==> src/tgob_pkg.sv <==
// Shared types, register codes and the 5x7 font table for the text glyph page writer.
`default_nettype none

package tgob_pkg;

    // Default depth of the command queue between front and back.
    localparam int TGOB_QUEUE_DEPTH = 2;

    // Configuration port.
    localparam int CFG_INDEX_W = 2;
    localparam int CFG_DATA_W  = 8;
    localparam logic [CFG_INDEX_W-1:0] CFG_DEVICE_ADDRESS = 2'd0;
    localparam logic [CFG_INDEX_W-1:0] CFG_COLUMN_OFFSET  = 2'd1;

    // Glyph index of the blank cell; all indexes below it come from the font table.
    localparam logic [5:0] GLYPH_SPACE = 6'd40;

    // Live configuration handed to the back end.
    typedef struct packed {
        logic [6:0] dev_addr;
        logic [3:0] col_off;
    } t_cfg;

    // One drawable character as queued between front and back.
    typedef struct packed {
        logic [5:0] glyph;
        logic [7:0] page;
        logic [7:0] column;
    } t_cmd;

    // Classify a character code: bit 6 set when drawable, bits 5:0 the glyph index.
    function automatic logic [6:0] f_classify(input logic [7:0] c);
        logic [7:0] d;
        d = 8'h00;
        if (c >= 8'h41 && c <= 8'h5A) begin
            d = c - 8'h41;
            return {1'b1, d[5:0]};
        end else if (c >= 8'h30 && c <= 8'h39) begin
            d = c - 8'h30 + 8'd26;
            return {1'b1, d[5:0]};
        end else if (c == 8'h3A) begin
            return {1'b1, 6'd36};
        end else if (c == 8'h3B) begin
            return {1'b1, 6'd37};
        end else if (c == 8'h3C) begin
            return {1'b1, 6'd38};
        end else if (c == 8'h2E) begin
            return {1'b1, 6'd39};
        end else if (c == 8'h20) begin
            return {1'b1, GLYPH_SPACE};
        end
        return 7'd0;
    endfunction

    // Five font columns of a glyph, first column in the top byte. Blank cell reads zero.
    function automatic logic [39:0] f_glyph_row(input logic [5:0] g);
        logic [39:0] r;
        unique case (g)
            6'd0:  r = 40'h7E_11_11_11_7E;
            6'd1:  r = 40'h7F_49_49_49_36;
            6'd2:  r = 40'h3E_41_41_41_22;
            6'd3:  r = 40'h7F_41_41_22_1C;
            6'd4:  r = 40'h7F_49_49_49_41;
            6'd5:  r = 40'h7F_09_09_09_01;
            6'd6:  r = 40'h3E_41_49_49_7A;
            6'd7:  r = 40'h7F_08_08_08_7F;
            6'd8:  r = 40'h00_41_7F_41_00;
            6'd9:  r = 40'h20_40_41_3F_01;
            6'd10: r = 40'h7F_08_14_22_41;
            6'd11: r = 40'h7F_40_40_40_40;
            6'd12: r = 40'h7F_02_0C_02_7F;
            6'd13: r = 40'h7F_04_08_10_7F;
            6'd14: r = 40'h3E_41_41_41_3E;
            6'd15: r = 40'h7F_09_09_09_06;
            6'd16: r = 40'h3E_41_51_21_5E;
            6'd17: r = 40'h7F_09_19_29_46;
            6'd18: r = 40'h46_49_49_49_31;
            6'd19: r = 40'h01_01_7F_01_01;
            6'd20: r = 40'h3F_40_40_40_3F;
            6'd21: r = 40'h1F_20_40_20_1F;
            6'd22: r = 40'h3F_40_38_40_3F;
            6'd23: r = 40'h63_14_08_14_63;
            6'd24: r = 40'h07_08_70_08_07;
            6'd25: r = 40'h61_51_49_45_43;
            6'd26: r = 40'h3E_51_49_45_3E;
            6'd27: r = 40'h00_42_7F_40_00;
            6'd28: r = 40'h42_61_51_49_46;
            6'd29: r = 40'h21_41_45_4B_31;
            6'd30: r = 40'h18_14_12_7F_10;
            6'd31: r = 40'h27_45_45_45_39;
            6'd32: r = 40'h3C_4A_49_49_30;
            6'd33: r = 40'h01_71_09_05_03;
            6'd34: r = 40'h36_49_49_49_36;
            6'd35: r = 40'h06_49_49_29_1E;
            6'd36: r = 40'h00_36_36_00_00;
            6'd37: r = 40'h00_56_36_00_00;
            6'd38: r = 40'h08_14_22_41_00;
            6'd39: r = 40'h00_00_60_60_00;
            default: r = 40'h00_00_00_00_00;
        endcase
        return r;
    endfunction

endpackage

`default_nettype wire

==> src/tgob_front.sv <==
// Front end: accepts characters, tracks the cursor and queues drawable characters.
`default_nettype none

module tgob_front
    import tgob_pkg::*;
(
    input  wire logic       i_clk,
    input  wire logic       i_rst_n,
    input  wire logic       i_in_valid,
    output logic            o_in_ready,
    input  wire logic [7:0] i_char_code,
    input  wire logic       i_restart,
    input  wire logic [7:0] i_start_page,
    input  wire logic [7:0] i_start_column,
    input  wire logic       i_queue_ready,
    output logic            o_push,
    output t_cmd            o_cmd
);

    logic [7:0] r_page, n_page;
    logic [7:0] r_column, n_column;
    logic [7:0] page_eff, column_eff;
    logic [7:0] column_sum;
    logic [6:0] cls;
    logic       accept;

    assign o_in_ready = i_queue_ready;
    assign accept     = i_in_valid && i_queue_ready;

    assign page_eff   = i_restart ? i_start_page   : r_page;
    assign column_eff = i_restart ? i_start_column : r_column;
    assign cls        = f_classify(i_char_code);

    assign o_push       = accept && cls[6];
    assign o_cmd.glyph  = cls[5:0];
    assign o_cmd.page   = page_eff;
    assign o_cmd.column = column_eff;

    // Advance six columns; past column 127 drop to column 0 of the next page.
    assign column_sum = column_eff + 8'd6;

    always_comb begin
        n_page   = r_page;
        n_column = r_column;
        if (accept) begin
            if (column_sum[7]) begin
                n_column = 8'd0;
                n_page   = page_eff + 8'd1;
            end else begin
                n_column = column_sum[7:0];
                n_page   = page_eff;
            end
        end
    end

    always_ff @(posedge i_clk) begin
        if (!i_rst_n) begin
            r_page   <= 8'd0;
            r_column <= 8'd0;
        end else begin
            r_page   <= n_page;
            r_column <= n_column;
        end
    end

endmodule

`default_nettype wire

==> src/tgob_queue.sv <==
// Short register queue of drawable characters between front and back.
`default_nettype none

module tgob_queue
    import tgob_pkg::*;
#(
    parameter int DEPTH = TGOB_QUEUE_DEPTH
) (
    input  wire logic i_clk,
    input  wire logic i_rst_n,
    input  wire logic i_push,
    input  wire t_cmd i_cmd,
    output logic      o_ready,
    input  wire logic i_pop,
    output logic      o_head_valid,
    output t_cmd      o_head
);

    localparam int AW = (DEPTH > 1) ? $clog2(DEPTH) : 1;
    localparam int CW = $clog2(DEPTH + 1);

    t_cmd          r_mem [DEPTH];
    logic [AW-1:0] r_wr_ptr, n_wr_ptr;
    logic [AW-1:0] r_rd_ptr, n_rd_ptr;
    logic [CW-1:0] r_count, n_count;

    assign o_ready      = (r_count != CW'(DEPTH));
    assign o_head_valid = (r_count != '0);
    assign o_head       = r_mem[r_rd_ptr];

    always_comb begin
        n_wr_ptr = r_wr_ptr;
        n_rd_ptr = r_rd_ptr;
        n_count  = r_count;
        if (i_push) begin
            n_wr_ptr = (r_wr_ptr == AW'(DEPTH - 1)) ? '0 : r_wr_ptr + 1'b1;
        end
        if (i_pop) begin
            n_rd_ptr = (r_rd_ptr == AW'(DEPTH - 1)) ? '0 : r_rd_ptr + 1'b1;
        end
        if (i_push && !i_pop) begin
            n_count = r_count + 1'b1;
        end else if (i_pop && !i_push) begin
            n_count = r_count - 1'b1;
        end
    end

    always_ff @(posedge i_clk) begin
        if (!i_rst_n) begin
            r_wr_ptr <= '0;
            r_rd_ptr <= '0;
            r_count  <= '0;
        end else begin
            r_wr_ptr <= n_wr_ptr;
            r_rd_ptr <= n_rd_ptr;
            r_count  <= n_count;
        end
    end

    always_ff @(posedge i_clk) begin
        if (i_push) begin
            r_mem[r_wr_ptr] <= i_cmd;
        end
    end

    a_count_bound: assert property (@(posedge i_clk) disable iff (!i_rst_n)
        r_count <= CW'(DEPTH))
        else $error("queue count above depth");

    a_no_overflow: assert property (@(posedge i_clk) disable iff (!i_rst_n)
        i_push |-> (r_count != CW'(DEPTH)) || i_pop)
        else $error("push into full queue");

    a_no_underflow: assert property (@(posedge i_clk) disable iff (!i_rst_n)
        i_pop |-> r_count != '0)
        else $error("pop from empty queue");

endmodule

`default_nettype wire

==> src/tgob_back.sv <==
// Back end: walks one queued character through its ten bus beats into the output register.
`default_nettype none

module tgob_back
    import tgob_pkg::*;
(
    input  wire logic       i_clk,
    input  wire logic       i_rst_n,
    input  wire t_cfg       i_cfg,
    input  wire logic       i_head_valid,
    input  wire t_cmd       i_head,
    output logic            o_pop,
    output logic            o_out_valid,
    input  wire logic       i_out_ready,
    output logic [7:0]      o_out_byte,
    output logic [6:0]      o_target_address,
    output logic            o_txn_first,
    output logic            o_txn_last,
    output logic            o_last
);

    localparam logic [3:0] BEAT_CMD_CTRL  = 4'd0;
    localparam logic [3:0] BEAT_PAGE      = 4'd1;
    localparam logic [3:0] BEAT_COL_LO    = 4'd2;
    localparam logic [3:0] BEAT_COL_HI    = 4'd3;
    localparam logic [3:0] BEAT_DATA_CTRL = 4'd4;
    localparam logic [3:0] BEAT_GLYPH0    = 4'd5;
    localparam logic [3:0] BEAT_GLYPH1    = 4'd6;
    localparam logic [3:0] BEAT_GLYPH2    = 4'd7;
    localparam logic [3:0] BEAT_GLYPH3    = 4'd8;
    localparam logic [3:0] BEAT_LAST      = 4'd9;

    logic [3:0]  r_beat;
    logic        r_out_valid;
    logic [7:0]  r_byte;
    logic [6:0]  r_addr;
    logic        r_first, r_txn_last, r_last;
    logic [7:0]  n_byte;
    logic        n_first, n_txn_last;
    logic [39:0] glyph_row;
    logic [4:0]  col_lo;
    logic        slot_free, fire;

    assign slot_free = !r_out_valid || i_out_ready;
    assign fire      = slot_free && i_head_valid;
    assign o_pop     = fire && (r_beat == BEAT_LAST);

    assign glyph_row = f_glyph_row(i_head.glyph);
    assign col_lo    = {1'b0, i_head.column[3:0]} + {1'b0, i_cfg.col_off};

    always_comb begin
        n_first    = 1'b0;
        n_txn_last = 1'b0;
        unique case (r_beat)
            BEAT_CMD_CTRL: begin
                n_byte  = 8'h00;
                n_first = 1'b1;
            end
            BEAT_PAGE:   n_byte = 8'hB0 | i_head.page;
            BEAT_COL_LO: n_byte = {3'b000, col_lo};
            BEAT_COL_HI: begin
                n_byte     = {4'h1, i_head.column[7:4]};
                n_txn_last = 1'b1;
            end
            BEAT_DATA_CTRL: begin
                n_byte  = 8'h40;
                n_first = 1'b1;
            end
            BEAT_GLYPH0: n_byte = glyph_row[39:32];
            BEAT_GLYPH1: n_byte = glyph_row[31:24];
            BEAT_GLYPH2: n_byte = glyph_row[23:16];
            BEAT_GLYPH3: n_byte = glyph_row[15:8];
            BEAT_LAST: begin
                n_byte     = glyph_row[7:0];
                n_txn_last = 1'b1;
            end
            default: n_byte = 8'h00;
        endcase
    end

    always_ff @(posedge i_clk) begin
        if (!i_rst_n) begin
            r_beat      <= BEAT_CMD_CTRL;
            r_out_valid <= 1'b0;
        end else if (fire) begin
            r_out_valid <= 1'b1;
            r_beat      <= (r_beat == BEAT_LAST) ? BEAT_CMD_CTRL : r_beat + 4'd1;
        end else if (i_out_ready) begin
            r_out_valid <= 1'b0;
        end
    end

    always_ff @(posedge i_clk) begin
        if (fire) begin
            r_byte     <= n_byte;
            r_addr     <= i_cfg.dev_addr;
            r_first    <= n_first;
            r_txn_last <= n_txn_last;
            r_last     <= (r_beat == BEAT_LAST);
        end
    end

    assign o_out_valid      = r_out_valid;
    assign o_out_byte       = r_byte;
    assign o_target_address = r_addr;
    assign o_txn_first      = r_first;
    assign o_txn_last       = r_txn_last;
    assign o_last           = r_last;

    a_beat_range: assert property (@(posedge i_clk) disable iff (!i_rst_n)
        r_beat <= BEAT_LAST)
        else $error("beat counter out of range");

    a_first_not_last: assert property (@(posedge i_clk) disable iff (!i_rst_n)
        r_out_valid && r_first |-> !r_txn_last && !r_last)
        else $error("transaction opens and closes on one beat");

    a_pop_on_final: assert property (@(posedge i_clk) disable iff (!i_rst_n)
        o_pop |=> r_out_valid && r_last && r_txn_last)
        else $error("queue entry released before its final beat");

endmodule

`default_nettype wire

==> src/text_glyph_to_oled_byte_stream.sv <==
// Top level of the text glyph page writer: config registers, front end, queue, back end.
`default_nettype none

// Text glyph to display page writer. Each accepted character (A-Z, 0-9, ':', ';', '<', '.',
// space) becomes ten bus beats in two write transactions: the command write 0x00, 0xB0|page,
// (column & 0x0F) + column_offset, 0x10|(column >> 4), then the data write 0x40 and five
// 5x7 font columns (all zero for space). Other codes produce no beats but still move the
// cursor, which steps six columns per character and wraps to column 0 of the next page past
// column 127; restart loads the cursor from start_page/start_column before drawing. Rate:
// the front end takes one character per cycle while the command queue (QUEUE_DEPTH entries)
// has room; the back end issues one beat per cycle while the output is ready, so a drawable
// character holds the output for all ten of its beats before another character starts.
// Characters that draw nothing are accepted but never enter the queue. With the block idle,
// an accepted character is first written into the queue and its first beat is then
// loaded into the output register. Config writes are always ready and take effect on the
// next beats issued; write them only while the block is idle.
module text_glyph_to_oled_byte_stream
    import tgob_pkg::*;
#(
    parameter int QUEUE_DEPTH = TGOB_QUEUE_DEPTH
) (
    input  wire logic                   i_clk,
    input  wire logic                   i_rst_n,
    // character channel
    input  wire logic                   i_in_valid,
    output logic                        o_in_ready,
    input  wire logic [7:0]             i_char_code,
    input  wire logic                   i_restart,
    input  wire logic [7:0]             i_start_page,
    input  wire logic [7:0]             i_start_column,
    // bus byte channel
    output logic                        o_out_valid,
    input  wire logic                   i_out_ready,
    output logic [7:0]                  o_out_byte,
    output logic [6:0]                  o_target_address,
    output logic                        o_txn_first,
    output logic                        o_txn_last,
    output logic                        o_last,
    // configuration write channel
    input  wire logic                   i_cfg_valid,
    output logic                        o_cfg_ready,
    input  wire logic [CFG_INDEX_W-1:0] i_cfg_index,
    input  wire logic [CFG_DATA_W-1:0]  i_cfg_data
);

    t_cfg r_cfg;
    t_cmd push_cmd, head_cmd;
    logic push, pop, queue_ready, head_valid;

    // Registers take a write on any beat; unknown indexes are dropped.
    assign o_cfg_ready = 1'b1;

    always_ff @(posedge i_clk) begin
        if (!i_rst_n) begin
            r_cfg.dev_addr <= 7'd60;
            r_cfg.col_off  <= 4'd2;
        end else if (i_cfg_valid) begin
            unique case (i_cfg_index)
                CFG_DEVICE_ADDRESS: r_cfg.dev_addr <= i_cfg_data[6:0];
                CFG_COLUMN_OFFSET:  r_cfg.col_off  <= i_cfg_data[3:0];
                default: ;
            endcase
        end
    end

    // Front: classify and place the cursor; only drawable characters enter the queue.
    tgob_front u_front (
        .i_clk          (i_clk),
        .i_rst_n        (i_rst_n),
        .i_in_valid     (i_in_valid),
        .o_in_ready     (o_in_ready),
        .i_char_code    (i_char_code),
        .i_restart      (i_restart),
        .i_start_page   (i_start_page),
        .i_start_column (i_start_column),
        .i_queue_ready  (queue_ready),
        .o_push         (push),
        .o_cmd          (push_cmd)
    );

    // Queue decouples character intake from beat issue.
    tgob_queue #(
        .DEPTH (QUEUE_DEPTH)
    ) u_queue (
        .i_clk        (i_clk),
        .i_rst_n      (i_rst_n),
        .i_push       (push),
        .i_cmd        (push_cmd),
        .o_ready      (queue_ready),
        .i_pop        (pop),
        .o_head_valid (head_valid),
        .o_head       (head_cmd)
    );

    // Back: sequence the ten beats of the head character into the output register.
    tgob_back u_back (
        .i_clk            (i_clk),
        .i_rst_n          (i_rst_n),
        .i_cfg            (r_cfg),
        .i_head_valid     (head_valid),
        .i_head           (head_cmd),
        .o_pop            (pop),
        .o_out_valid      (o_out_valid),
        .i_out_ready      (i_out_ready),
        .o_out_byte       (o_out_byte),
        .o_target_address (o_target_address),
        .o_txn_first      (o_txn_first),
        .o_txn_last       (o_txn_last),
        .o_last           (o_last)
    );

endmodule

`default_nettype wire
==> config.mk <==
export PLATFORM = sky130hd
export DESIGN_NAME = text_glyph_to_oled_byte_stream
export DESIGN_NICKNAME = d
export VERILOG_FILES = /design/src/tgob_pkg.sv /design/src/tgob_front.sv /design/src/tgob_queue.sv /design/src/tgob_back.sv /design/src/text_glyph_to_oled_byte_stream.sv
export SDC_FILE = /design/constraint.sdc
export NUM_CORES = 1
export LEC_CHECK = 0
export ABC_AREA = 1
export BUFFER_PORTS_ARGS = -buffer_cell sky130_fd_sc_hd__buf_2
export CELL_PAD_IN_SITES_DETAIL_PLACEMENT = 2
export CELL_PAD_IN_SITES_GLOBAL_PLACEMENT = 2
export CORE_ASPECT_RATIO = 1.1
export CORE_MARGIN = 2
export CORE_UTILIZATION = 35
export CTS_BUF_LIST = sky130_fd_sc_hd__clkbuf_8
export CTS_CLUSTER_SIZE = 20
export DETAILED_ROUTE_END_ITERATION = 10
export HOLD_SLACK_MARGIN = 0.15
export PLACE_DENSITY_LB_ADDON = 0.1
export RECOVER_POWER = 50
export SLEW_MARGIN = 25
export SYNTH_ARGS = -nofsm -noshare
export SYNTH_HDL_FRONTEND = slang
export SYNTH_SLANG_ARGS = --single-unit
==> constraint.sdc <==
create_clock -name i_clk -period 3.4 [get_ports i_clk]
set_clock_uncertainty 0.05 [all_clocks]
set_input_delay 0.68 -clock i_clk [delete_from_list [all_inputs] [get_ports i_clk]]
set_output_delay 0.68 -clock i_clk [all_outputs]
set_load 0.01 [all_outputs]
After elaboration in Yosys (flattened, before gate mapping)
Memories as Yosys holds them, arrays and structs flattened. A register that Yosys moved wholly into a read port is not among the register bits.
Index checks and enable logic that the tools add are counted.
{"block": "word_totals", "regBits": 54, "latch_bits": 0, "ramBits": 44, "romBits": 2240, "in_bits": 40, "mem_count": 2}
{"memory": "(no name shown)", "words": 64, "word_bits": 35, "rd": 1, "rd_clocked_by_memory_dff": 0, "write_ports": 0, "line_no": "tgob_pkg.sv:58", "source": "unique case (g)"}
{"memory": "u_queue.r_mem", "words": 2, "word_bits": 22, "rd": 1, "rd_clocked_by_memory_dff": 1, "write_ports": 1, "line_no": "tgob_queue.sv:22", "source": "t_cmd r_mem [DEPTH];"}
{"block": "op_classes", "addsub": 11, "mul": 0, "div_mod_pow": 0, "magnitude_cmp": 4, "n_eq_ne": 16, "shift": 0, "n_mux": 33, "n_bitwise": 0, "reduce_logical": 21}
{"cell": "case mux 8 bit (9 select lines)", "count": 1}
{"cell": "2-to-1 mux 7 bit", "count": 9}
{"cell": "== test 8 x 6 -> 1 bit (second input constant)", "count": 5}
{"cell": "2-to-1 mux 8 bit", "count": 3}
{"cell": "2-to-1 mux 1 bit", "count": 17}
{"cell": "== test 4 x 3 -> 1 bit (second input constant)", "count": 4}
{"cell": "adder 8 x 1 -> 8 bit (second input constant)", "count": 1}
{"cell": "adder 8 x 3 -> 8 bit (second input constant)", "count": 1}
{"cell": "== test 4 x 2 -> 1 bit (second input constant)", "count": 2}
{"cell": "== test 4 bit (second input constant)", "count": 2}
{"cell": "greater-or-equal comparator 8 x 6 -> 1 bit (second input constant)", "count": 1}
{"cell": "greater-or-equal comparator 8 x 7 -> 1 bit (second input constant)", "count": 1}
{"cell": "less-or-equal comparator 8 x 6 -> 1 bit (second input constant)", "count": 1}
{"cell": "less-or-equal comparator 8 x 7 -> 1 bit (second input constant)", "count": 1}
{"cell": "logical AND 1 bit", "count": 8}
{"cell": "adder 6 x 5 -> 6 bit (second input constant)", "count": 1}
{"cell": "nonzero test 2 bit", "count": 3}
{"cell": "subtractor 6 x 1 -> 6 bit (second input constant)", "count": 1}
{"cell": "subtractor 6 bit (second input constant)", "count": 1}
{"cell": "adder 4 x 4 -> 5 bit", "count": 1}
{"cell": "adder 4 x 1 -> 4 bit (second input constant)", "count": 1}
{"cell": "== test 4 x 1 -> 1 bit (second input constant)", "count": 1}
{"cell": "logical NOT 4 bit", "count": 1}
{"cell": "2-to-1 mux 2 bit", "count": 2}
{"cell": "11 further kinds", "count": 16}

Longest topological paths before layout
Gate-level depths: netlist of run 1.
{"block": "depth", "depth_word": 14, "depth_mapped": 16}

Modules after synthesis
A second synthesis of run 1 with hierarchy kept.
{"block": "hier_totals", "hier_cells": 975, "area_unflattened_um2": 6926.6}
{"module": "tgob_back", "n_inst": 1, "cells_each": 527, "area_each_um2": 3030.4, "seq_area_each_um2": 640.6}
{"module": "tgob_queue", "n_inst": 1, "cells_each": 103, "area_each_um2": 1819.2, "seq_area_each_um2": 1421.4}
{"module": "tgob_front", "n_inst": 1, "cells_each": 280, "area_each_um2": 1607.8, "seq_area_each_um2": 300.3}
{"module": "text_glyph_to_oled_byte_stream", "n_inst": 1, "cells_each": 65, "area_each_um2": 469.2, "seq_area_each_um2": 220.2}

Worst setup path before layout of run 1
No wires, ideal clock.
{"block": "synth_timing", "kind": "input-to-reg", "startpoint": "input i_char_code[1]", "endpoint": "memory u_queue.r_mem[0][0] (netlist bit) (enable)", "setup_ns": 0.395, "t_arrival_ns": 2.527, "path_slack_ns": 0.429, "path_stages": 10, "n_path_buf": 0, "cell_sequence": "inv_1 -> ha_1 -> inv_1 -> nor2_1 -> o21ai_0 -> nand2_1 -> o21ai_1 -> nand3_1 -> nand2_1 -> nor2_1"}
{"block": "synth_between", "elab_chain_len": 12, "elab_cells_between_ends": 28, "cone_classes": "4 x order compare; 5 x eq/ne; 16 x mux; 3 x reduce/logical"}
{"element": "from (decl)", "line_no": "text_glyph_to_oled_byte_stream.sv:27", "source": "input wire logic [7:0] i_char_code,"}
{"element": "== test 8 x 6 -> 1 bit", "line_no": "tgob_pkg.sv:49", "source": "end else if (c == 8'h20) begin"}
{"element": "2-to-1 mux 1 bit", "line_no": "tgob_pkg.sv:49"}
{"element": "2-to-1 mux 1 bit", "line_no": "tgob_pkg.sv:47", "source": "end else if (c == 8'h2E) begin"}
{"element": "2-to-1 mux 1 bit", "line_no": "tgob_pkg.sv:45", "source": "end else if (c == 8'h3C) begin"}
{"element": "2-to-1 mux 1 bit", "line_no": "tgob_pkg.sv:43", "source": "end else if (c == 8'h3B) begin"}
{"element": "2-to-1 mux 1 bit", "line_no": "tgob_pkg.sv:41", "source": "end else if (c == 8'h3A) begin"}
{"element": "2-to-1 mux 1 bit", "line_no": "tgob_pkg.sv:38", "source": "end else if (c >= 8'h30 && c <= 8'h39) begin"}
{"element": "2-to-1 mux 1 bit", "line_no": "tgob_pkg.sv:35", "source": "if (c >= 8'h41 && c <= 8'h5A) begin"}
{"element": "2-to-1 mux 7 bit (*)", "line_no": "tgob_pkg.sv:52", "source": "return 7'd0;"}
{"element": "logical AND 1 bit (*)", "line_no": "tgob_front.sv:34", "source": "assign o_push = accept && cls[6];"}
{"element": "2-to-1 mux 1 bit (*)", "line_no": "tgob_queue.sv:61", "source": "if (i_push) begin"}
{"element": "2-to-1 mux 1 bit (implied by the code) (*)", "line_no": "tgob_queue.sv:62", "source": "r_mem[r_wr_ptr] <= i_cmd;"}
{"element": "to (decl)", "line_no": "tgob_queue.sv:22"}
Mark *: on every way between the ends. The rest lies on a longest branch, timed or not.

Final worst setup path of run 1
{"block": "layout_timing", "startpoint": "input i_char_code[1]", "endpoint": "register u_queue.r_count[1]"}
{"block": "layout_between", "elab_chain_len": 13, "elab_cells_between_ends": 31, "cone_classes": "4 x order compare; 5 x eq/ne; 15 x mux; 7 x reduce/logical"}
{"element": "== test 8 x 6 -> 1 bit", "line_no": "tgob_pkg.sv:49"}
{"element": "2-to-1 mux 1 bit", "line_no": "tgob_pkg.sv:49"}
{"element": "2-to-1 mux 1 bit", "line_no": "tgob_pkg.sv:47"}
{"element": "2-to-1 mux 1 bit", "line_no": "tgob_pkg.sv:45"}
{"element": "2-to-1 mux 1 bit", "line_no": "tgob_pkg.sv:43"}
{"element": "2-to-1 mux 1 bit", "line_no": "tgob_pkg.sv:41"}
{"element": "2-to-1 mux 1 bit", "line_no": "tgob_pkg.sv:38"}
{"element": "2-to-1 mux 1 bit", "line_no": "tgob_pkg.sv:35"}
{"element": "2-to-1 mux 7 bit (*)", "line_no": "tgob_pkg.sv:52"}
{"element": "logical AND 1 bit (*)", "line_no": "tgob_front.sv:34"}
{"element": "via push", "line_no": "text_glyph_to_oled_byte_stream.sv:48", "source": "logic push, pop, queue_ready, head_valid;"}
{"element": "logical NOT 1 bit", "line_no": "tgob_queue.sv:43", "source": "end else if (i_pop && !i_push) begin"}
{"element": "logical AND 1 bit", "line_no": "tgob_queue.sv:43"}
{"element": "nonzero test 2 bit (no line)"}
{"element": "to (signal assigned)", "line_no": "tgob_queue.sv:56", "source": "r_count <= n_count;"}
{"element": "to (decl)", "line_no": "tgob_queue.sv:25", "source": "logic [CW-1:0] r_count, n_count;"}
Mark *: on every way through the listed nets, which the timed path passes. The rest lies on a longest branch.
A chain may end at the register's enable or synchronous reset.

==> metrics.cfg, run 1 <==
[critical_path]
cpPeakStageDelay_ns=0.32
critPathRequiredTime_ns=3.61
path_delay_family=simple AND/OR/NAND/NOR gates
crit_slowest_cell=ha_1
crit_arrival_ns=3.08
worst_setup_path_end_kind=flop
worst-setup-path-type=input pin to flop
critical_path_buf_inv_count=5
path_cells=buf_2, inv_1, ha_1, inv_1, nor2_1, nand3b_1, nand3_1, nand2_1, inv_1, nand3_1, nand2_1, inv_1, ha_1, a21oi_1, o21ai_0, o21ai_0, a21oi_1
crit_top_cell=inv_1
path_max_fanout=7
start_kind=input pin

[yosys]
synth_fa_ha_area_share_pct=5.89
ys_seq_elements=91
synth.most_common_cell=nand2_1
synth_ff_type=edfxtp_1
synth_commonest_cells=nand2_1, nand3_1, inv_1
synth_top_area_cell=edfxtp_1
synth_top_family_by_area=simple AND/OR/NAND/NOR gates
yosys.area_share.simple_pct=37.8
synth-xor-area-share_pct=1.75
synth_top_area_share_pct=25.9
ys_types=42
synth-compound-area-share_pct=9.50
syn_nets=1035
ys_warn_count=0
synth-edff-count=56
synthCells=965
synthArstFlopShare_pct=0
synth.mux.area_fraction_pct=0
ys_seq_area_share_pct=36.6
syn_area_per_cell_um2=6.74
syn_area_mm2=0.00650
synth.area.top_cells=edfxtp_1, nand2_1, dfxtp_1

[cells_and_area]
drive_above_1_share_pct=9.07
nets=1090
syn_to_final_growth_pct=11.2
diodes=0

[sta]
worstMarginPinSlew_ns=0.941
finalCritPeriodShare_pct=84.5
finalSetupTns_ns=0
finalHoldViolCount=0
slew-limit-headroom_pct=36.6
final-max-slew-violation-count=0
min_period_ns=2.87
finalSetupViolCount=0
holdWs_ns=0.393
rsz0062_at_grt=false
max_freq_mhz=348
finalWorstSetupSlack_ns=0.526

[route]
drt-total-wl_um=23800
drtAntennaViolNets=0
vias=6572
avgRoutedWirePerCell_um=18.8
first_iter_violations=305
dr.pass1.iters=4
route.detailed.drc=0
via_per_inst=5.18

[die]
die_w_um=134
start_util_pct=35.6
coreArea_mm2=0.0183
fp.dieH_um=147
ios=61
dieArea_mm2=0.0197
rows=52

[clock_network]
clockBufferDepth=2
clk_latency_ns=0.38
post_cts_resized=0
cts-buffers-inserted=9
cts_num_sinks=91
clkTransAtPathRegs_ns=0.10
cts_tree=done
htree_levels=3
postCtsHoldBufs=0
root_buffer=clkbuf_8
post_cts.repair.setup_buffers=0

[grt]
grt_max_degree=31
grt_pass1_vias=7110
grt_first_pass_wirelength_um=38500
grt_overflow=0
track_usage_pct=24.9
grt_antenna_before_repair=0

[run]
drv_cap=0

[power]
p_leak_nw=3.38
ir_drop_mv=0.163
p_per_area_mw_per_mm2=358

[hold_path]
hp-class=flop to flop

[placed_design]
io_buffer_count=57
place_congestion=0.920
pre_cts_slack_ns=0.104
hpwlAfterDp_um=18600

[status]
status=finished, final reports clean

[layout by cell type, fill, tap and decap left out, drive strengths merged, types with 9 or more instances in the layout]
master  instances
nor2           90
a21oi          61
o21ai          45
xor2            9
clkbuf         33
nand3         104
nand2         361
ha             29
dfxtp          35
inv           101
edfxtp         56
buf            53
[power by group]
| group | leakage (nW) | switching, mW | total, mW | internal [mW] |
|---|---|---|---|---|
| Combinational | 2.47 | 0.363 | 0.516 | 0.154 |
| Sequential | 0.802 | 0.0265 | 1.26 | 1.24 |
| Clock | 0.107 | 0.447 | 0.809 | 0.362 |
| Total | 3.38 | 0.836 | 2.59 | 1.75 |
[layout make-up]
| cell class | count | area (µm²) |
|---|---|---|
| Inverter | 97 | 367 |
| Tap cell | 243 | 304 |
| Clock buffer | 9 | 124 |
| Timing Repair Buffer | 77 | 403 |
| Fill cell | 2332 | 11000 |
| Sequential cell | 91 | 2380 |
| Multi-Input combinational cell | 744 | 3560 |
| Clock inverter | 7 | 91.3 |
[worst paths after layout]
path / start / to / slack [ns] / cells past startpoint
setup / recovery: i_char_code[1] / u_queue.r_count[1] / 0.53 / 17
hold / removal: r_cfg[5] / u_back.o_target_address[1] / 0.39 / 0
setup reg to reg: flop / u_back.o_out_byte[4] / 0.53 / 14
hold reg to reg: r_cfg[5] / u_back.o_target_address[1] / 0.39 / 0
[through the flow]
step	power, mW	cell area [µm²]	instances	util, %
final	2.59	7230	1268	39.6
after global routing	2.72	7230	1268	39.6
after CTS	2.63	7280	1268	39.8
after detailed placement	1.81	7070	1252	38.7
after global placement	1.79	7070	1252	38.7
after floorplan	1.62	6500	965	-
[registers in the layout (all words and copies together) (netlist names), named ones only]
| register | cells |
|---|---|
| u_back.o_txn_last | 1 |
| u_front.r_column | 7 |
| u_back.o_last | 1 |
| u_queue.r_mem | 38 |
| u_back.o_txn_first | 1 |
| u_queue.r_count | 2 |
| u_back.o_out_byte | 8 |
| r_cfg | 11 |
| u_back.o_out_valid | 1 |
| u_front.r_page | 7 |
| u_back.o_target_address | 7 |
| u_queue.r_wr_ptr | 1 |
| u_queue.r_rd_ptr | 1 |
| u_back.r_beat | 4 |
[logic make-up after synthesis]
group	after synthesis
xor+xnor	13
simple gates	584
other cells	1
buf+inv	130
compound gates	116
flops	91
fa+ha+maj	30
[per-layer routing]
layer  track usage (%)  vias to the layer above  wire (µm)  share of wire, %
met3              3.42                       35        792               3.3
met5                 0                        -          0                 0
met4              8.83                        0        729               3.1
met1              30.9                     3194      10500                44
met2              44.1                      112      11900                50
li1                  -                     3231          -                 -
[worst reg2reg max path, delay by kind of cell (launching register included)]
kind | cells | cell delay, ns
buf+inv | 3 | 0.44
simple gates | 10 | 1.38
fa+ha+maj | 1 | 0.32
flops | 1 | 0.42
(Power assumes the default switching activity.)
==> inputs of run 2 (changes only) <==
- CORE_UTILIZATION: 35 -> 31
- clock period: 3.4 -> 2.5 ns (I/O delays scaled with it)
==> run 2 against run 1 <==
First-iteration DRC count down 11%. Critical path depth decreased by 3. Sequential cell count unchanged. Clock-buffer cell count did not move. Worst hold slack got worse by 0.098 ns. Worst setup slack worse by 0.36 ns. Sequential power rose by 37%. Die area is 13% higher. Via count is 3.0% higher. Non-clock buffer count rose by 61. Design area grew 8.1%. Critical path type is now flop to flop.
==> metrics.cfg, run 2 (same netlist as run 1, synthesis figures left out) <==
[clock_network]
clkTransAtPathRegs_ns=0.10
cts_num_sinks=91
htree_levels=3
cts-buffers-inserted=9
clockBufferDepth=2
postCtsHoldBufs=0
cts_tree=done
root_buffer=clkbuf_8
clk_latency_ns=0.38

[power]
p_int_mw=2.44
power_switching_mw=1.16
pwr-share-clk_pct=30.8
p_per_area_mw_per_mm2=460
pwr-share-seq_pct=47.8
ir_drop_mv=0.260
p_leak_nw=3.67
p_comb_share_pct=21.4
p_sw_share_pct=32.2

[die]
start_util_pct=31.6
ios=61
die_w_um=142
fp.dieH_um=156
rows=55
dieArea_mm2=0.0222
coreArea_mm2=0.0206

[critical_path]
path_max_fanout=14
path_cells=buf_12, nand2_1, nand2_1, buf_4, ha_2, nand2_1, nand2_1, nand2_1, nand2_1, nand3_1, nand2_1, nand3_1, nor2_1, nand2_1
crit_slowest_cell=dfxtp_4
cpPeakStageDelay_ns=0.40
worst-setup-path-type=flop to flop
crit_top_cell=nand2_1
start_kind=flop
crit_arrival_ns=2.42
r2r_end=u_back.o_out_byte[0]
reg2reg_slack_ns=0.17
r2r_cells=14
critPathRequiredTime_ns=2.59
worst_setup_path_end_kind=flop

[placed_design]
pre_cts_slack_ns=-0.401
place_congestion=0.915
io_buffer_count=57
hpwlAfterDp_um=20000

[cells_and_area]
regMostFlops=u_queue.r_mem
diodes=0
largest_reg_flops=38
fillers=2492
nets=1151
final_cell_mix=nand2_1, nand3_1, inv_1
layout_commonest_cell=nand2_1
drive_above_1_share_pct=14.9
syn_to_final_growth_pct=20.2

[sta]
rsz0062_at_grt=false
max_freq_mhz=429
finalSetupTns_ns=0
min_period_ns=2.33
finalWorstSetupSlack_ns=0.168
finalSetupViolCount=0
worstMarginPinSlew_ns=0.789
finalCritPeriodShare_pct=93.3
finalHoldViolCount=0
slew-limit-headroom_pct=46.8
final-max-slew-violation-count=0

[grt]
grt_overflow=0
grt_first_pass_wirelength_um=38900
grt_pass1_vias=7177
grt_max_degree=22
grt_antenna_before_repair=0
track_usage_pct=22.7

[route]
drtAntennaViolNets=0
route.detailed.drc=0
vias=6767
dr.pass1.iters=4
drt-total-wl_um=24400
avgRoutedWirePerCell_um=18.1
via_per_inst=5.04
first_iter_violations=272

[hold_path]
hold_path_end=r_cfg[9]
hold-path-cell-count=3
hp-class=input pin to flop
hp-start=i_cfg_data[5]

[status]
status=finished, final reports clean

[run]
drv_cap=0

==> run 2: per-stage QoR <==
stage | area (µm²) | power, mW | cells | hold slack, ns | util [%]
after floorplan | 6510 | 2.20 | 965 | 0.353 | -
after global placement | 7610 | 2.50 | 1325 | 0.363 | 37.0
after detailed placement | 7610 | 2.54 | 1325 | 0.371 | 37.0
after CTS | 7830 | 3.65 | 1341 | 0.276 | 38.0
after global routing | 7820 | 3.78 | 1342 | 0.290 | 38.0
final | 7820 | 3.60 | 1342 | 0.295 | 38.0
==> run 2: per-layer routing <==
| metal | vias to the layer above | track usage [%] | wire length (µm) |
|---|---|---|---|
| met1 | 3291 | 28.5 | 11100 |
| met2 | 89 | 40.1 | 12100 |
| li1 | 3352 | - | - |
| met5 | - | 0 | 0 |
| met4 | 0 | 8.05 | 727 |
| met3 | 35 | 2.39 | 437 |
==> run 2: worst max-delay path, delay by kind of cell, from the launching register on <==
family | cells | cell delay [ns]
AND/OR/NAND/NOR | 11 | 1.09
buffers and inverters | 2 | 0.31
flip-flops | 1 | 0.40
adder cells (fa/ha/maj) | 1 | 0.24
==> run 2: area by class of cell <==
cell class	count	area [µm²]	area share (%)
clock inverters	7	93.8	1.20
clock buffers	9	124	1.58
repair buffers	138	895	11.4
well taps	256	320	4.10
inverters	97	367	4.69
multi-input cells	744	3630	46.5
flip-flops and latches	91	2390	30.5
==> run 2: worst max-delay path by stage <==
stage                              start                    to  slack, ns  depth (start not counted)
after floorplan           i_char_code[1]    u_queue.r_count[1]      0.007                         16
after global placement    i_char_code[0]    u_queue.r_count[1]      -0.20                         15
after detailed placement  i_char_code[0]    u_queue.r_count[1]      -0.40                         17
after CTS                 i_char_code[0]    u_queue.r_count[1]      0.005                         17
after global routing                flop  u_back.o_out_byte[0]       0.01                         14
final                               flop  u_back.o_out_byte[0]       0.17                         14
==> run 2: repair_timing <==
action                     CTS  global route
setup endpoints to repair    4             9
resized for setup            1            18
pin swaps                    0             1
hold endpoints to repair     0             0
setup buffers                0             1
==> run 2: power groups by stage <==
stage / registers [mW] / clock network [mW] / logic [mW]
finish: 1.72 / 1.11 / 0.771
global route: 1.73 / 1.19 / 0.866
CTS: 1.72 / 1.14 / 0.790
detailed placement: 1.75 / 0 / 0.786
global placement: 1.75 / 0 / 0.756
floorplan: 1.76 / 0 / 0.442
